### src/sv/usb_control_endpoint_responder_macros.svh
// Assertion helpers for the endpoint-zero responder
`ifndef USB_CONTROL_ENDPOINT_RESPONDER_MACROS_SVH
`define USB_CONTROL_ENDPOINT_RESPONDER_MACROS_SVH

// Implication checked on every rising edge outside reset
`define USBCER_ASSERT_IMP(lbl, pre, post) \
    lbl: assert property (@(posedge clk) disable iff (!rst_n) (pre) |-> (post)) \
        else $error("usbcer assertion failed");

// Next-cycle implication
`define USBCER_ASSERT_NXT(lbl, pre, post) \
    lbl: assert property (@(posedge clk) disable iff (!rst_n) (pre) |=> (post)) \
        else $error("usbcer assertion failed");

`endif

### src/sv/usbcer_pkg.sv
package usbcer_pkg;

    typedef enum logic [1:0] {
        ST_IDLE,
        ST_FETCH,
        ST_EMIT
    } state_t;

    typedef struct packed {
        logic [2:0] sel;
        logic [7:0] pos;
    } rom_req_t;

    localparam logic [2:0] SEL_DEV    = 3'd0;
    localparam logic [2:0] SEL_CFG    = 3'd1;
    localparam logic [2:0] SEL_LANG   = 3'd2;
    localparam logic [2:0] SEL_MFG    = 3'd3;
    localparam logic [2:0] SEL_PROD   = 3'd4;
    localparam logic [2:0] SEL_CODING = 3'd5;

    localparam logic [1:0] KIND_STANDARD = 2'd0;
    localparam logic [1:0] KIND_CLASS    = 2'd1;

    localparam logic [7:0] REQ_GET_DESCRIPTOR = 8'h06;
    localparam logic [7:0] REQ_SET_ADDRESS    = 8'h05;
    localparam logic [7:0] REQ_GET_LINE_CODING = 8'h21;

    localparam logic [7:0] DESC_DEVICE = 8'd1;
    localparam logic [7:0] DESC_CONFIG = 8'd2;
    localparam logic [7:0] DESC_STRING = 8'd3;

    localparam logic [7:0] DEV_LEN    = 8'd18;
    localparam logic [7:0] CFG_LEN    = 8'd141;
    localparam logic [7:0] LANG_LEN   = 8'd4;
    localparam logic [7:0] MFG_LEN    = 8'd16;
    localparam logic [7:0] PROD_LEN   = 8'd42;
    localparam logic [7:0] CODING_LEN = 8'd7;

    localparam logic [7:0] DEV_ROM [18] = '{
        8'd18, 8'd1, 8'h00, 8'h02, 8'hEF, 8'h02, 8'h01, 8'd64, 8'h8A, 8'h2E, 8'h0A, 8'h00,
        8'h00, 8'h01, 8'd1, 8'd2, 8'd3, 8'd1};

    localparam logic [7:0] CFG_ROM [141] = '{
        8'd9, 8'd2, 8'd141, 8'd0, 8'd4, 8'd1, 8'd0, 8'hC0, 8'd50,
        8'd8, 8'd11, 8'd0, 8'd2, 8'd2, 8'd2, 8'd1, 8'd0,
        8'd9, 8'd4, 8'd0, 8'd0, 8'd1, 8'd2, 8'd2, 8'd1, 8'd0,
        8'd5, 8'd36, 8'd0, 8'h10, 8'h01,
        8'd4, 8'd36, 8'd2, 8'd2,
        8'd5, 8'd36, 8'd6, 8'd0, 8'd1,
        8'd5, 8'd36, 8'd1, 8'd0, 8'd1,
        8'd7, 8'd5, 8'h81, 8'd3, 8'd16, 8'd0, 8'd16,
        8'd9, 8'd4, 8'd1, 8'd0, 8'd2, 8'd10, 8'd0, 8'd0, 8'd0,
        8'd7, 8'd5, 8'h02, 8'd2, 8'd64, 8'd0, 8'd0,
        8'd7, 8'd5, 8'h82, 8'd2, 8'd64, 8'd0, 8'd0,
        8'd8, 8'd11, 8'd2, 8'd2, 8'd2, 8'd2, 8'd1, 8'd0,
        8'd9, 8'd4, 8'd2, 8'd0, 8'd1, 8'd2, 8'd2, 8'd1, 8'd0,
        8'd5, 8'd36, 8'd0, 8'h10, 8'h01,
        8'd4, 8'd36, 8'd2, 8'd2,
        8'd5, 8'd36, 8'd6, 8'd2, 8'd3,
        8'd5, 8'd36, 8'd1, 8'd0, 8'd3,
        8'd7, 8'd5, 8'h83, 8'd3, 8'd16, 8'd0, 8'd16,
        8'd9, 8'd4, 8'd3, 8'd0, 8'd2, 8'd10, 8'd0, 8'd0, 8'd0,
        8'd7, 8'd5, 8'h04, 8'd2, 8'd64, 8'd0, 8'd0,
        8'd7, 8'd5, 8'h84, 8'd2, 8'd64, 8'd0, 8'd0};

    localparam logic [7:0] LANG_ROM [4] = '{8'd4, 8'd3, 8'h09, 8'h04};

    localparam logic [7:0] MFG_ROM [16] = '{
        8'd16, 8'd3, 8'h4C, 8'h0, 8'h75, 8'h0, 8'h67, 8'h0,
        8'h61, 8'h0, 8'h6C, 8'h0, 8'h4F, 8'h0, 8'h53, 8'h0};

    localparam logic [7:0] PROD_ROM [42] = '{
        8'd42, 8'd3, 8'h4C, 8'h0, 8'h75, 8'h0, 8'h67, 8'h0, 8'h61, 8'h0, 8'h6C, 8'h0,
        8'h4F, 8'h0, 8'h53, 8'h0, 8'h20, 8'h0, 8'h44, 8'h0, 8'h75, 8'h0, 8'h61, 8'h0,
        8'h6C, 8'h0, 8'h20, 8'h0, 8'h43, 8'h0, 8'h44, 8'h0, 8'h43, 8'h0, 8'h20, 8'h0,
        8'h41, 8'h0, 8'h43, 8'h0, 8'h4D, 8'h0};

    localparam logic [7:0] CODING_ROM [7] = '{8'h00, 8'hC2, 8'h01, 8'h00, 8'h00, 8'h00, 8'h08};

    function automatic logic [7:0] rom_byte(input logic [2:0] sel, input logic [7:0] pos);
        logic [7:0] b;
        b = 8'h00;
        case (sel)
            SEL_DEV:    if (pos < DEV_LEN)    b = DEV_ROM[pos[4:0]];
            SEL_CFG:    if (pos < CFG_LEN)    b = CFG_ROM[pos];
            SEL_LANG:   if (pos < LANG_LEN)   b = LANG_ROM[pos[1:0]];
            SEL_MFG:    if (pos < MFG_LEN)    b = MFG_ROM[pos[3:0]];
            SEL_PROD:   if (pos < PROD_LEN)   b = PROD_ROM[pos[5:0]];
            SEL_CODING: if (pos < CODING_LEN) b = CODING_ROM[pos[2:0]];
            default:    b = 8'h00;
        endcase
        return b;
    endfunction

endpackage

### src/sv/usbcer_rom.sv
module usbcer_rom (
    input  logic                clk,
    input  usbcer_pkg::rom_req_t req,
    output logic [7:0]          data
);
    import usbcer_pkg::*;

    logic [7:0] data_reg;

    always_ff @(posedge clk)
    begin
        data_reg <= rom_byte(req.sel, req.pos);
    end

    assign data = data_reg;
endmodule

### src/sv/usb_control_endpoint_responder.sv
// Endpoint-zero control responder.
// in_*  : one poll event per transfer; tdata = bus_reset_seen, ack_received,
//         transfer_complete, setup_received, request_type, request_code,
//         request_value, request_length (lowest bit first).
// out_* : result items; tlast marks the last result of an event.
// cfg_* : write of the enable bit; always ready. Events arriving while
//         disabled are taken and dropped.
// An event is decoded in the cycle it is taken. Events with no action give
// no result and the block is ready again next cycle. Otherwise each data
// byte is read from the descriptor ROM (FETCH) and then output (EMIT);
// a control-only result goes straight to EMIT.
// in_tready is high only while idle, so a stalled receiver holds the
// current result and blocks further events; nothing is lost.
// Reset clears the endpoint state (not the held result fields): address not pending,
// nothing left to send, next PID DATA1, block disabled.
`include "usb_control_endpoint_responder_macros.svh"
module usb_control_endpoint_responder #(
    parameter int PACKET_BYTES = 64
) (
    input  logic        clk,
    input  logic        rst_n,
    input  logic        cfg_valid,
    output logic        cfg_ready,
    input  logic        cfg_data,
    input  logic        in_tvalid,
    output logic        in_tready,
    input  logic [55:0] in_tdata,   // flags[3:0], type, code, value, length
    output logic        out_tvalid,
    input  logic        out_tready,
    output logic [39:0] out_tdata,  // data_byte, byte_index, data_valid,
                                    // in_control_valid, in_length,
                                    // in_last_buffer, in_data1, out_arm,
                                    // address_write, address_value
    output logic        out_tlast
);
    import usbcer_pkg::*;

    localparam logic [7:0] PKT = 8'(PACKET_BYTES);

    state_t     state_reg, state_next;
    logic       enabled_reg;
    logic [2:0] sel_reg, sel_next;
    logic [7:0] offset_reg, offset_next;
    logic [7:0] remain_reg, remain_next;
    logic       pid_reg, pid_next;
    logic [6:0] paddr_reg, paddr_next;
    logic       apend_reg, apend_next;
    logic       rsth_reg, rsth_next;
    logic [7:0] base_reg, base_next;
    logic [6:0] nbytes_reg, nbytes_next;
    logic [5:0] idx_reg, idx_next;
    logic       ctrl_reg, ctrl_next;
    logic [6:0] len_reg, len_next;
    logic       lbuf_reg, lbuf_next;
    logic       d1_reg, d1_next;
    logic       arm_reg, arm_next;
    logic       aw_reg, aw_next;
    logic [6:0] av_reg, av_next;

    rom_req_t   rom_req;
    logic [7:0] rom_data;

    logic       ev_reset, ev_ack, ev_done, ev_setup;
    logic [7:0] ev_type, ev_code;
    logic [15:0] ev_value, ev_length;
    logic       fin;

    assign ev_reset  = in_tdata[0];
    assign ev_ack    = in_tdata[1];
    assign ev_done   = in_tdata[2];
    assign ev_setup  = in_tdata[3];
    assign ev_type   = in_tdata[11:4];
    assign ev_code   = in_tdata[19:12];
    assign ev_value  = in_tdata[35:20];
    assign ev_length = in_tdata[51:36];

    assign cfg_ready = 1'b1;

    assign rom_req.sel = sel_reg;
    assign rom_req.pos = base_reg + {2'b00, idx_reg};

    usbcer_rom u_rom (
        .clk  (clk),
        .req  (rom_req),
        .data (rom_data)
    );

    always_ff @(posedge clk or negedge rst_n)
    begin
        if (!rst_n)
        begin
            state_reg   <= ST_IDLE;
            enabled_reg <= 1'b0;
            sel_reg     <= 3'd0;
            offset_reg  <= 8'd0;
            remain_reg  <= 8'd0;
            pid_reg     <= 1'b1;
            paddr_reg   <= 7'd0;
            apend_reg   <= 1'b0;
            rsth_reg    <= 1'b0;
            idx_reg     <= 6'd0;
            nbytes_reg  <= 7'd0;
        end
        else
        begin
            state_reg  <= state_next;
            if (cfg_valid && cfg_ready)
            begin
                enabled_reg <= cfg_data;
            end
            sel_reg    <= sel_next;
            offset_reg <= offset_next;
            remain_reg <= remain_next;
            pid_reg    <= pid_next;
            paddr_reg  <= paddr_next;
            apend_reg  <= apend_next;
            rsth_reg   <= rsth_next;
            idx_reg    <= idx_next;
            nbytes_reg <= nbytes_next;
        end
    end

    always_ff @(posedge clk)
    begin
        base_reg <= base_next;
        ctrl_reg <= ctrl_next;
        len_reg  <= len_next;
        lbuf_reg <= lbuf_next;
        d1_reg   <= d1_next;
        arm_reg  <= arm_next;
        aw_reg   <= aw_next;
        av_reg   <= av_next;
    end

    always_comb
    begin
        logic [7:0] rem1;
        logic [7:0] chunk;
        logic [7:0] slen;
        logic       cont;
        logic       start;
        logic       ackr;
        logic [2:0] ssel;
        logic [1:0] kind;

        state_next  = state_reg;
        sel_next    = sel_reg;
        offset_next = offset_reg;
        remain_next = remain_reg;
        pid_next    = pid_reg;
        paddr_next  = paddr_reg;
        apend_next  = apend_reg;
        rsth_next   = rsth_reg;
        idx_next    = idx_reg;
        nbytes_next = nbytes_reg;
        base_next   = base_reg;
        ctrl_next   = ctrl_reg;
        len_next    = len_reg;
        lbuf_next   = lbuf_reg;
        d1_next     = d1_reg;
        arm_next    = arm_reg;
        aw_next     = aw_reg;
        av_next     = av_reg;
        rem1  = 8'd0;
        chunk = 8'd0;
        slen  = 8'd0;
        cont  = 1'b0;
        start = 1'b0;
        ackr  = 1'b0;
        ssel  = SEL_DEV;
        kind  = ev_type[6:5];
        in_tready = (state_reg == ST_IDLE);

        case (state_reg)
            ST_IDLE:
            begin
                if (in_tvalid && enabled_reg)
                begin
                    ctrl_next = 1'b0;
                    len_next  = 7'd0;
                    lbuf_next = 1'b0;
                    d1_next   = 1'b0;
                    arm_next  = 1'b0;
                    aw_next   = 1'b0;
                    av_next   = 7'd0;
                    nbytes_next = 7'd0;
                    idx_next  = 6'd0;
                    rem1 = remain_reg;
                    if (ev_reset)
                    begin
                        if (!rsth_reg)
                        begin
                            aw_next    = 1'b1;
                            apend_next = 1'b0;
                            rem1       = 8'd0;
                            rsth_next  = 1'b1;
                        end
                    end
                    else
                    begin
                        rsth_next = 1'b0;
                    end
                    remain_next = rem1;
                    cont = (rem1 != 8'd0) && ev_ack && !ev_setup;
                    if (cont)
                    begin
                        chunk       = (rem1 > PKT) ? PKT : rem1;
                        base_next   = offset_reg;
                        offset_next = offset_reg + chunk;
                        remain_next = rem1 - chunk;
                        nbytes_next = chunk[6:0];
                        ctrl_next   = 1'b1;
                        len_next    = chunk[6:0];
                        lbuf_next   = (remain_next == 8'd0);
                        d1_next     = pid_reg;
                        pid_next    = !pid_reg;
                        arm_next    = (remain_next == 8'd0);
                    end
                    if (apend_next && remain_next == 8'd0 && ev_done)
                    begin
                        aw_next    = 1'b1;
                        av_next    = paddr_reg;
                        apend_next = 1'b0;
                    end
                    if (ev_setup)
                    begin
                        ackr = 1'b1;
                        if (kind == KIND_STANDARD)
                        begin
                            if (ev_code == REQ_GET_DESCRIPTOR)
                            begin
                                if (ev_value[15:8] == DESC_DEVICE)
                                begin
                                    start = 1'b1;
                                    ssel  = SEL_DEV;
                                    slen  = (ev_length < 16'(DEV_LEN)) ? ev_length[7:0] : DEV_LEN;
                                end
                                else if (ev_value[15:8] == DESC_CONFIG)
                                begin
                                    start = 1'b1;
                                    ssel  = SEL_CFG;
                                    slen  = (ev_length < 16'(CFG_LEN)) ? ev_length[7:0] : CFG_LEN;
                                end
                                else if (ev_value[15:8] == DESC_STRING && ev_value[7:0] <= 8'd2)
                                begin
                                    start = 1'b1;
                                    case (ev_value[1:0])
                                        2'd0:    begin ssel = SEL_LANG; slen = LANG_LEN; end
                                        2'd1:    begin ssel = SEL_MFG;  slen = MFG_LEN;  end
                                        default: begin ssel = SEL_PROD; slen = PROD_LEN; end
                                    endcase
                                end
                            end
                            else if (ev_code == REQ_SET_ADDRESS)
                            begin
                                paddr_next = ev_value[6:0];
                                apend_next = 1'b1;
                            end
                        end
                        else if (kind == KIND_CLASS && ev_code == REQ_GET_LINE_CODING)
                        begin
                            start = 1'b1;
                            ssel  = SEL_CODING;
                            slen  = CODING_LEN;
                        end
                        if (start)
                        begin
                            chunk       = (slen > PKT) ? PKT : slen;
                            sel_next    = ssel;
                            base_next   = 8'd0;
                            offset_next = chunk;
                            remain_next = slen - chunk;
                            nbytes_next = chunk[6:0];
                            ctrl_next   = 1'b1;
                            len_next    = chunk[6:0];
                            lbuf_next   = (remain_next == 8'd0);
                            d1_next     = 1'b1;
                            pid_next    = 1'b0;
                            arm_next    = (remain_next == 8'd0);
                        end
                        else if (ackr)
                        begin
                            remain_next = 8'd0;
                            ctrl_next   = 1'b1;
                            len_next    = 7'd0;
                            lbuf_next   = 1'b1;
                            d1_next     = 1'b1;
                            arm_next    = 1'b0;
                        end
                    end
                    if (nbytes_next != 7'd0)
                    begin
                        state_next = ST_FETCH;
                    end
                    else if (ctrl_next || aw_next)
                    begin
                        state_next = ST_EMIT;
                    end
                end
            end
            ST_FETCH:
            begin
                state_next = ST_EMIT;
            end
            ST_EMIT:
            begin
                if (out_tready)
                begin
                    if (fin)
                    begin
                        state_next = ST_IDLE;
                    end
                    else
                    begin
                        idx_next   = idx_reg + 6'd1;
                        state_next = ST_FETCH;
                    end
                end
            end
            default:
            begin
                state_next = ST_IDLE;
            end
        endcase
    end

    logic dv;
    assign dv  = (nbytes_reg != 7'd0);
    assign fin = !dv || ({1'b0, idx_reg} + 7'd1 == nbytes_reg);

    assign out_tvalid = (state_reg == ST_EMIT);
    assign out_tlast  = fin;
    assign out_tdata[7:0]   = dv ? rom_data : 8'd0;
    assign out_tdata[13:8]  = dv ? idx_reg : 6'd0;
    assign out_tdata[14]    = dv;
    assign out_tdata[15]    = fin & ctrl_reg;
    assign out_tdata[22:16] = (fin & ctrl_reg) ? len_reg : 7'd0;
    assign out_tdata[23]    = fin & ctrl_reg & lbuf_reg;
    assign out_tdata[24]    = fin & ctrl_reg & d1_reg;
    assign out_tdata[25]    = fin & arm_reg;
    assign out_tdata[26]    = fin & aw_reg;
    assign out_tdata[33:27] = (fin & aw_reg) ? av_reg : 7'd0;
    assign out_tdata[39:34] = 6'd0;

    `USBCER_ASSERT_IMP(a_no_take_while_out, out_tvalid, !in_tready)
    `USBCER_ASSERT_NXT(a_fetch_then_emit, state_reg == ST_FETCH, state_reg == ST_EMIT)
    `USBCER_ASSERT_IMP(a_ctrl_on_last, out_tvalid && out_tdata[15], out_tlast)
    `USBCER_ASSERT_NXT(a_idle_after_last, out_tvalid && out_tready && out_tlast, in_tready)
endmodule
### config.mk
export PLATFORM = sky130hd
export DESIGN_NAME = usb_control_endpoint_responder
export DESIGN_NICKNAME = d
export VERILOG_FILES = /design/src/sv/usbcer_pkg.sv /design/src/sv/usbcer_rom.sv /design/src/sv/usb_control_endpoint_responder.sv
export VERILOG_INCLUDE_DIRS = /design/src /design/src/sv
export SDC_FILE = /design/constraint.sdc
export NUM_CORES = 1
export LEC_CHECK = 0
export BUFFER_PORTS_ARGS = -buffer_cell sky130_fd_sc_hd__buf_4
export CORE_MARGIN = 8
export CORE_UTILIZATION = 35
export CTS_CLUSTER_DIAMETER = 150
export DETAILED_ROUTE_END_ITERATION = 8
export PLACE_DENSITY = 0.55
export SYNTH_ARGS = -nofsm -noshare
export SYNTH_HDL_FRONTEND = slang
export SYNTH_SLANG_ARGS = --single-unit
### constraint.sdc
create_clock -name clk -period 11.31 [get_ports clk]
set_clock_uncertainty 0.2 [all_clocks]
set_input_delay 0 -clock clk [delete_from_list [all_inputs] [get_ports clk]]
set_output_delay 0 -clock clk [all_outputs]
set_load 0.005 [all_outputs]
Word level (Yosys, flattened, before mapping)
Memory sizes are Yosys's and may differ from the RTL's. Index checks and enable logic that the tools add are counted.

Flip-flop bits (word level): 80. Latch bits: 0. Bits in writable memories: 0. Memory bits (read-only): 3008. Output and inout bits: 44. Logic and storage cells: 222. Memories: 5.

Memory list: (name not given) (words 256, width 8, rd ports 1, clocked after memory_dff 0, write ports 0, line usbcer_pkg.sv:85) `SEL_CFG: if (pos < CFG_LEN) b = CFG_ROM[pos];`; (name not given) (words 64, width 8, rd ports 1, clocked after memory_dff 0, write ports 0, line usbcer_pkg.sv:88) `SEL_PROD: if (pos < PROD_LEN) b = PROD_ROM[pos[5:0]];`; (name not given) (words 32, width 8, rd ports 1, clocked after memory_dff 0, write ports 0, line usbcer_pkg.sv:84) `SEL_DEV: if (pos < DEV_LEN) b = DEV_ROM[pos[4:0]];`; (name not given) (words 16, width 8, rd ports 1, clocked after memory_dff 0, write ports 0, line usbcer_pkg.sv:87) `SEL_MFG: if (pos < MFG_LEN) b = MFG_ROM[pos[3:0]];`; (name not given) (words 8, width 8, rd ports 1, clocked after memory_dff 0, write ports 0, line usbcer_pkg.sv:89) `SEL_CODING: if (pos < CODING_LEN) b = CODING_ROM[pos[2:0]];`.

Add/sub/neg operators: 6. $mul: 0. Div/mod/pow operators: 0. Order comparisons: 17. Eq/ne operators: 20. Shift-type cells: 0. Muxes and demuxes: 114. Bitwise operators: 12. Reductions and logical operators: 28.

Operators with widths (number): 2-to-1 mux 8 bit (45); 2-to-1 mux 7 bit (9); case mux 8 bit (6 select lines) (1); 2-to-1 mux 1 bit (38); 2-to-1 mux 6 bit (5); logical NOT 8 bit (3); case mux 6 bit (2 select lines) (2); 2-to-1 mux 3 bit (7); binary-select mux 8 bit (select 2 bit) (1); equality test 8 x 2 -> 1 bit (second input constant) (2); equality test 8 x 3 -> 1 bit (second input constant) (2); greater-than comparator 8 x 7 -> 1 bit (second input constant) (2); less-than comparator 16 x 5 -> 1 bit (second input constant) (1); less-than comparator 16 x 8 -> 1 bit (second input constant) (1); less-than comparator 8 x 3 -> 1 bit (second input constant) (2); less-than comparator 8 x 5 -> 1 bit (second input constant) (2); subtractor 8 bit (2); nonzero test 7 bit (2); greater-or-equal comparator 9 bit (second input constant) (1); NOT 8 -> 9 bit (1); adder 8 x 6 -> 8 bit (1); adder 8 bit (1); equality test 8 x 1 -> 1 bit (second input constant) (1); equality test 8 x 6 -> 1 bit (second input constant) (1); 40 further kinds (64).

Logic depth before layout (Yosys ltp)
Depth after elaboration: 21. Mapped depth: 15. Depth with buffers taken out: 13.

Modules after synthesis
Synthesis repeated with hierarchy kept, for this count alone.

Cell total of the unflattened synthesis: 914. Area total of the unflattened synthesis: 7355.8 um^2.

Modules (own cells, without submodules): usb_control_endpoint_responder (times used 1, cells each 596, area each 5290.1 um^2); usbcer_rom (times used 1, cells each 318, area each 2065.7 um^2).

Worst setup path after synthesis
No wires, ideal clock.

Path kind: register to register. From: register idx_reg[0]. To: register u_rom.data_reg[1], in the netlist u_rom.data[1]. Arrival: 3372 ps. Setup slack: 7681 ps. Stages on the path, launching flop included: 13. Buffers on the path: 3. Period minus slack after synthesis: 3629 ps. Cell sequence: dfrtp_1 > ha_1 > fa_1 > xor2_1 > clkbuf_1 > buf_1 > clkbuf_1 > ha_1 > nand2_1 > o21ai_0 > mux4_2 > o22ai_1 > or4_1.

Cells in the longest elaborated chain, start to end: 7. Elaborated cells between the ends (all ways): 38. Those cells by class: 1 x add/sub; 6 x order compare; 20 x mux; 6 x bitwise; 5 x memory.

RTL lines: from (decl) (line usb_control_endpoint_responder.sv:51) `logic [5:0] idx_reg, idx_next;`; from (signal assigned) (line usb_control_endpoint_responder.sv:118) `idx_reg <= idx_next;`; adder 8 x 6 -> 8 bit * (line usb_control_endpoint_responder.sv:80) `assign rom_req.pos = base_reg + {2'b00, idx_reg};`; NOT 8 -> 9 bit (implied by the code) (tied with other cells) (line usbcer_pkg.sv:85); memory (256 x 8 bit) (tied with other cells); 2-to-1 mux 8 bit (implied by the code) (tied with other cells) (2 in a row) (line usbcer_pkg.sv:85); 2-to-1 mux 8 bit (tied with other cells) (line usbcer_pkg.sv:85); case mux 8 bit (6 select lines) * (line usbcer_pkg.sv:83) `case (sel)`; to (signal assigned) (line usbcer_rom.sv:12) `data_reg <= rom_byte(req.sel, req.pos);`; to (decl) (line usbcer_rom.sv:8) `logic [7:0] data_reg;`.

Mark *: on every way between the ends. The rest lies on a longest branch, timed or not. The select of a mux whose other input is x is not followed. A chain may end at the register's enable or synchronous reset.

Worst setup path after layout
From: register remain_reg[6]. To: register state_reg[1].

Cells in the longest elaborated chain, start to end: 19. Elaborated cells between the ends (all ways): 35. Those cells by class: 1 x add/sub; 1 x order compare; 1 x eq/ne; 23 x mux; 9 x reduce/logical.

RTL lines: from (decl) (line usb_control_endpoint_responder.sv:44) `logic [7:0] remain_reg, remain_next;`; from (signal assigned) (line usb_control_endpoint_responder.sv:113) `remain_reg <= remain_next;`; 2-to-1 mux 8 bit (line usb_control_endpoint_responder.sv:191) `if (!rsth_reg)`; 2-to-1 mux 8 bit * (line usb_control_endpoint_responder.sv:189) `if (ev_reset)`; 2-to-1 mux 8 bit * (line usb_control_endpoint_responder.sv:177) `if (in_tvalid && enabled_reg)`; 2-to-1 mux 8 bit * (line usb_control_endpoint_responder.sv:174) `case (state_reg)`; greater-than comparator 8 x 7 -> 1 bit or nonzero test 8 bit (tied branches) (line usb_control_endpoint_responder.sv:207, usb_control_endpoint_responder.sv:204); 2-to-1 mux 8 bit or logical AND 1 bit (tied branches) (line usb_control_endpoint_responder.sv:207, usb_control_endpoint_responder.sv:204); subtractor 8 bit or logical AND 1 bit (tied branches) (line usb_control_endpoint_responder.sv:210, usb_control_endpoint_responder.sv:204); 2-to-1 mux 8 bit (line usb_control_endpoint_responder.sv:205) `if (cont)`; (+2 left out); logical NOT 8 bit (line usb_control_endpoint_responder.sv:219) `if (apend_next && remain_next == 8'd0 && ev_done)`; logical AND 1 bit (2 in a row) (line usb_control_endpoint_responder.sv:219); 2-to-1 mux 1 bit (line usb_control_endpoint_responder.sv:219); 2-to-1 mux 1 bit (line usb_control_endpoint_responder.sv:177); 2-to-1 mux 1 bit (line usb_control_endpoint_responder.sv:174); logical OR 1 bit (line usb_control_endpoint_responder.sv:295) `else if (ctrl_next || aw_next)`; != test 3 x 1 -> 1 bit (no line); AND reduction 3 bit (no line); to (signal assigned) (line usb_control_endpoint_responder.sv:106) `state_reg <= state_next;`; to (decl) (line usb_control_endpoint_responder.sv:40) `state_t state_reg, state_next;`.

Marks and branches as above.

==> metrics <==
run status=completed; XOR/XNOR Fraction of Synth Area=0.0367; final routed DRC violation total=0; CP max stage cell=sky130_fd_sc_hd__nand2b_1; class of the tightest hold or removal check=in2async; count of boundary I/O pins=106; post-synthesis cell area=about 7300 um2; fraction of final layout cells sized beyond drive strength 1=0.173; crit path from=remain_reg[6]; worst stage delay on the critical path=0.72 ns; post-route minimum period=roughly 4.7 ns; internal reg-to-reg setup slack=roughly 6.6 ns; CTS clock-pin slew for the worst setup and hold paths=~0.070 ns; complex-gate fraction of the synthesized area=0.248; final antenna-violating net count=0; Filler Cells Inserted=about 2.2k; part of the Yosys area used for sequential elements=0.286; combined flip-flop and latch cell area=2100 um2; global-route wire length before repair=between 30 and 40 mm; n_diodes=0; VDD IR max=between 0.1 and 0.15 mV; maximum number of pins on one net before global-route repair=50; H-tree levels=3; worst endpoint data arrival time=roughly 4.8 ns; setup repair after global routing missed its margin=no; Crit. path cell count=10; number of violations reported at the end of detailed-routing iteration 0=710; CP max FO=20; reg-to-reg critical path startpoint=remain_reg[6]; final number of max-transition violations=0; area taken by multi-input logic gates=just under 5000 um2; clock tree root driver cell=sky130_fd_sc_hd__clkbuf_16; Final Net Count=1068; area fraction in and, or, nand and nor cells after synthesis=0.279; ys async rst share=0.563; drt first pass iters=6; average instance area after synthesis=roughly 8.0 um2; post-synthesis cell type with the largest combined area=sky130_fd_sc_hd__dfrtp_1; category of cells accounting for the largest share of critical-path delay=simple AND/OR/NAND/NOR gates; DR vias/cell=slightly below 6; Site Rows=53; Syn Inst Count=around 900; CTS max path bufs=2; cell-by-cell listing of the critical path=nor2_1 > a311o_1 > nand2b_1 > inv_1 > nand2_1 > o21ai_0 > nor4_1 > nand4_1 > o221ai_1 > dlygate4sd3_1; combinational family with the most area after synthesis=simple AND/OR/NAND/NOR gates; Final Routed Wirelength=about 24 mm; Setup Crit Path Kind=reg2reg; element type at the critical path end=flip-flop; overall die height=161 um; Final Hold Fails=0; combined global-route utilization of all metal layers=0.182; core box area=about 21000 um2; Worst setup SP type=flip-flop; reported leakage power=3.59 nW; via count of the first global-routing pass=between 7k and 8k; f_max=approximately 210 MHz; synth top area cells=sky130_fd_sc_hd__dfrtp_1 (15%), sky130_fd_sc_hd__edfxtp_1 (11%), sky130_fd_sc_hd__nand2_1 (6.3%); post-synthesis cell type count=95; final weighted congestion of routability-driven global placement=a little over 0.9; Setup Slack @ Placement=approximately 6.9 ns; count of flip-flops with a built-in enable after synthesis=27; placed wire-length estimate=between 15 and 20 mm; top-area cell type share of the netlist area=0.150; sum of buffers and inverters on the critical path=2; worst-case reg-to-reg path depth=10; FF-to-FF End=state_reg[1]; CP required=between 10 and 15 ns; Setup WS post-layout=~6.6 ns; die area=25900 um2; number of flip-flops and latches in the synthesized netlist=80; cts bufs inserted=9; growth of design area from synthesis to finish=17.5%; total power divided by cell area=around 190 nW/um2; number of synthesis warnings=0; endpoint of the most critical setup path=state_reg[1]; number of input and output port buffers inserted=88; clock sink total=80; total of endpoints with negative setup slack in the final report=0; Slew @ Worst Pin=between 0.9 and 1 ns; adder-cell area share of the yosys netlist=0.0515; Skew-Pair Late Insertion Delay=0.34 ns; Relative slew margins=0.371; Via Count=7409; antenna violations before repair=0; fraction of synthesized area in multiplexers=0.0401; summed negative setup slack over all endpoints=0 ns; starting density of the core=0.352; WL per Instance=19.2 um; grt total ovfl=0; Tcrit/Tclk final=0.415; Synth Flop Type=sky130_fd_sc_hd__dfrtp_1; Max Cap Violations=0; chip width=~160 um; TritonCTS clock tree=done
[layout make-up]
type                    count  area share
clock buffers              10      0.0266
clock inverters             6     0.00769
inverters                  25      0.0109
multi-input cells         746       0.567
flip-flops and latches     80       0.243
well taps                 275      0.0399
repair buffers            115       0.105
[Yosys cell counts, types with 12 or more instances]
cell type	count
sky130_fd_sc_hd__and2_1	29
sky130_fd_sc_hd__nand2_1	123
sky130_fd_sc_hd__edfxtp_1	27
sky130_fd_sc_hd__o21ai_0	59
sky130_fd_sc_hd__nor2_1	57
sky130_fd_sc_hd__inv_1	25
sky130_fd_sc_hd__ha_1	27
sky130_fd_sc_hd__o31ai_1	15
sky130_fd_sc_hd__a31oi_1	12
sky130_fd_sc_hd__dfrtp_1	44
sky130_fd_sc_hd__nor3_1	26
sky130_fd_sc_hd__xnor2_1	16
sky130_fd_sc_hd__and3_1	26
sky130_fd_sc_hd__mux2_2	15
sky130_fd_sc_hd__nand3_1	32
sky130_fd_sc_hd__clkbuf_1	51
sky130_fd_sc_hd__a21oi_1	53
sky130_fd_sc_hd__nor4_1	16
[kinds of logic (layout without fill, tap and decap cells)]
logic type                 after synthesis  count (layout)
AOI/OAI and AO/OA                      266             266
DFF                                     80              80
other                                    2               9
xor gates and xnor gates                26              26
muxes                                   25              25
buffers and inverters                   95             156
and+or+nand+nor                        391             391
adders and majority gates               29              29
[stage by stage]
stage	std cells	power [mW]	util	instance area, um2	hold slack [ns]
floorplan	921	1.05	-	7360	-0.496
global placement	1225	1.34	0.392	8170	-0.144
detailed placement	1225	1.34	0.392	8170	-0.143
CTS	1257	1.65	0.414	8620	0.0139
global route	1257	1.78	0.414	8620	0.0572
finish	1257	1.66	0.414	8620	0.0110
[how the worst min path moves through the flow]
stage / from / end / slack (ns)
global placement: rst_n / idx_reg[4] / -0.14
CTS: in_tdata[16] / sel_reg[2] / 0.01
detailed placement: rst_n / idx_reg[4] / -0.14
global route: rst_n / idx_reg[3] / 0.06
floorplan: rst_n / apend_reg / -0.50
finish: rst_n / idx_reg[4] / 0.01
[power breakdown]
group          total, mW  internal [mW]  switching, mW
logic              0.970          0.356          0.614
registers          0.392          0.347         0.0446
clock network      0.297          0.172          0.125
[routing by layer]
layer  wire [um]  track usage  vias to the layer above
met2       11100        0.293                      326
met1       10600        0.239                     3484
met3        1840       0.0410                       53
li1            -            -                     3546
met5           0            0                        -
met4         599       0.0577                        0
[layout by cell type, fill, tap and decap left out, drive strengths merged, types with 8 or more instances in the layout]
cell type and count:
nand2 123, nor4 18, dfxtp 8, nor2 57, and3 29, mux2i 8, mux2 15, xnor2 16
conb 9, o31ai 16, and2 30, o21ai 61, ha 27, a21oi 53, dfrtp 44, nand2b 9
buf 99, a31oi 12, or4 9, inv 26, nand3 32, o211ai 8, clkbuf 10, nor3 26
o22ai 10, edfxtp 27, dlygate4sd3 16, nand4 11, a32oi 8
[what timing repair did]
| item | in CTS | in global routing |
|---|---|---|
| setup buffers | 0 | 0 |
| hold buffers | 16 | 0 |
| hold endpoints to repair | 62 | 0 |
| gates resized for setup | 0 | 0 |
Power figures use the tool's default switching activity.
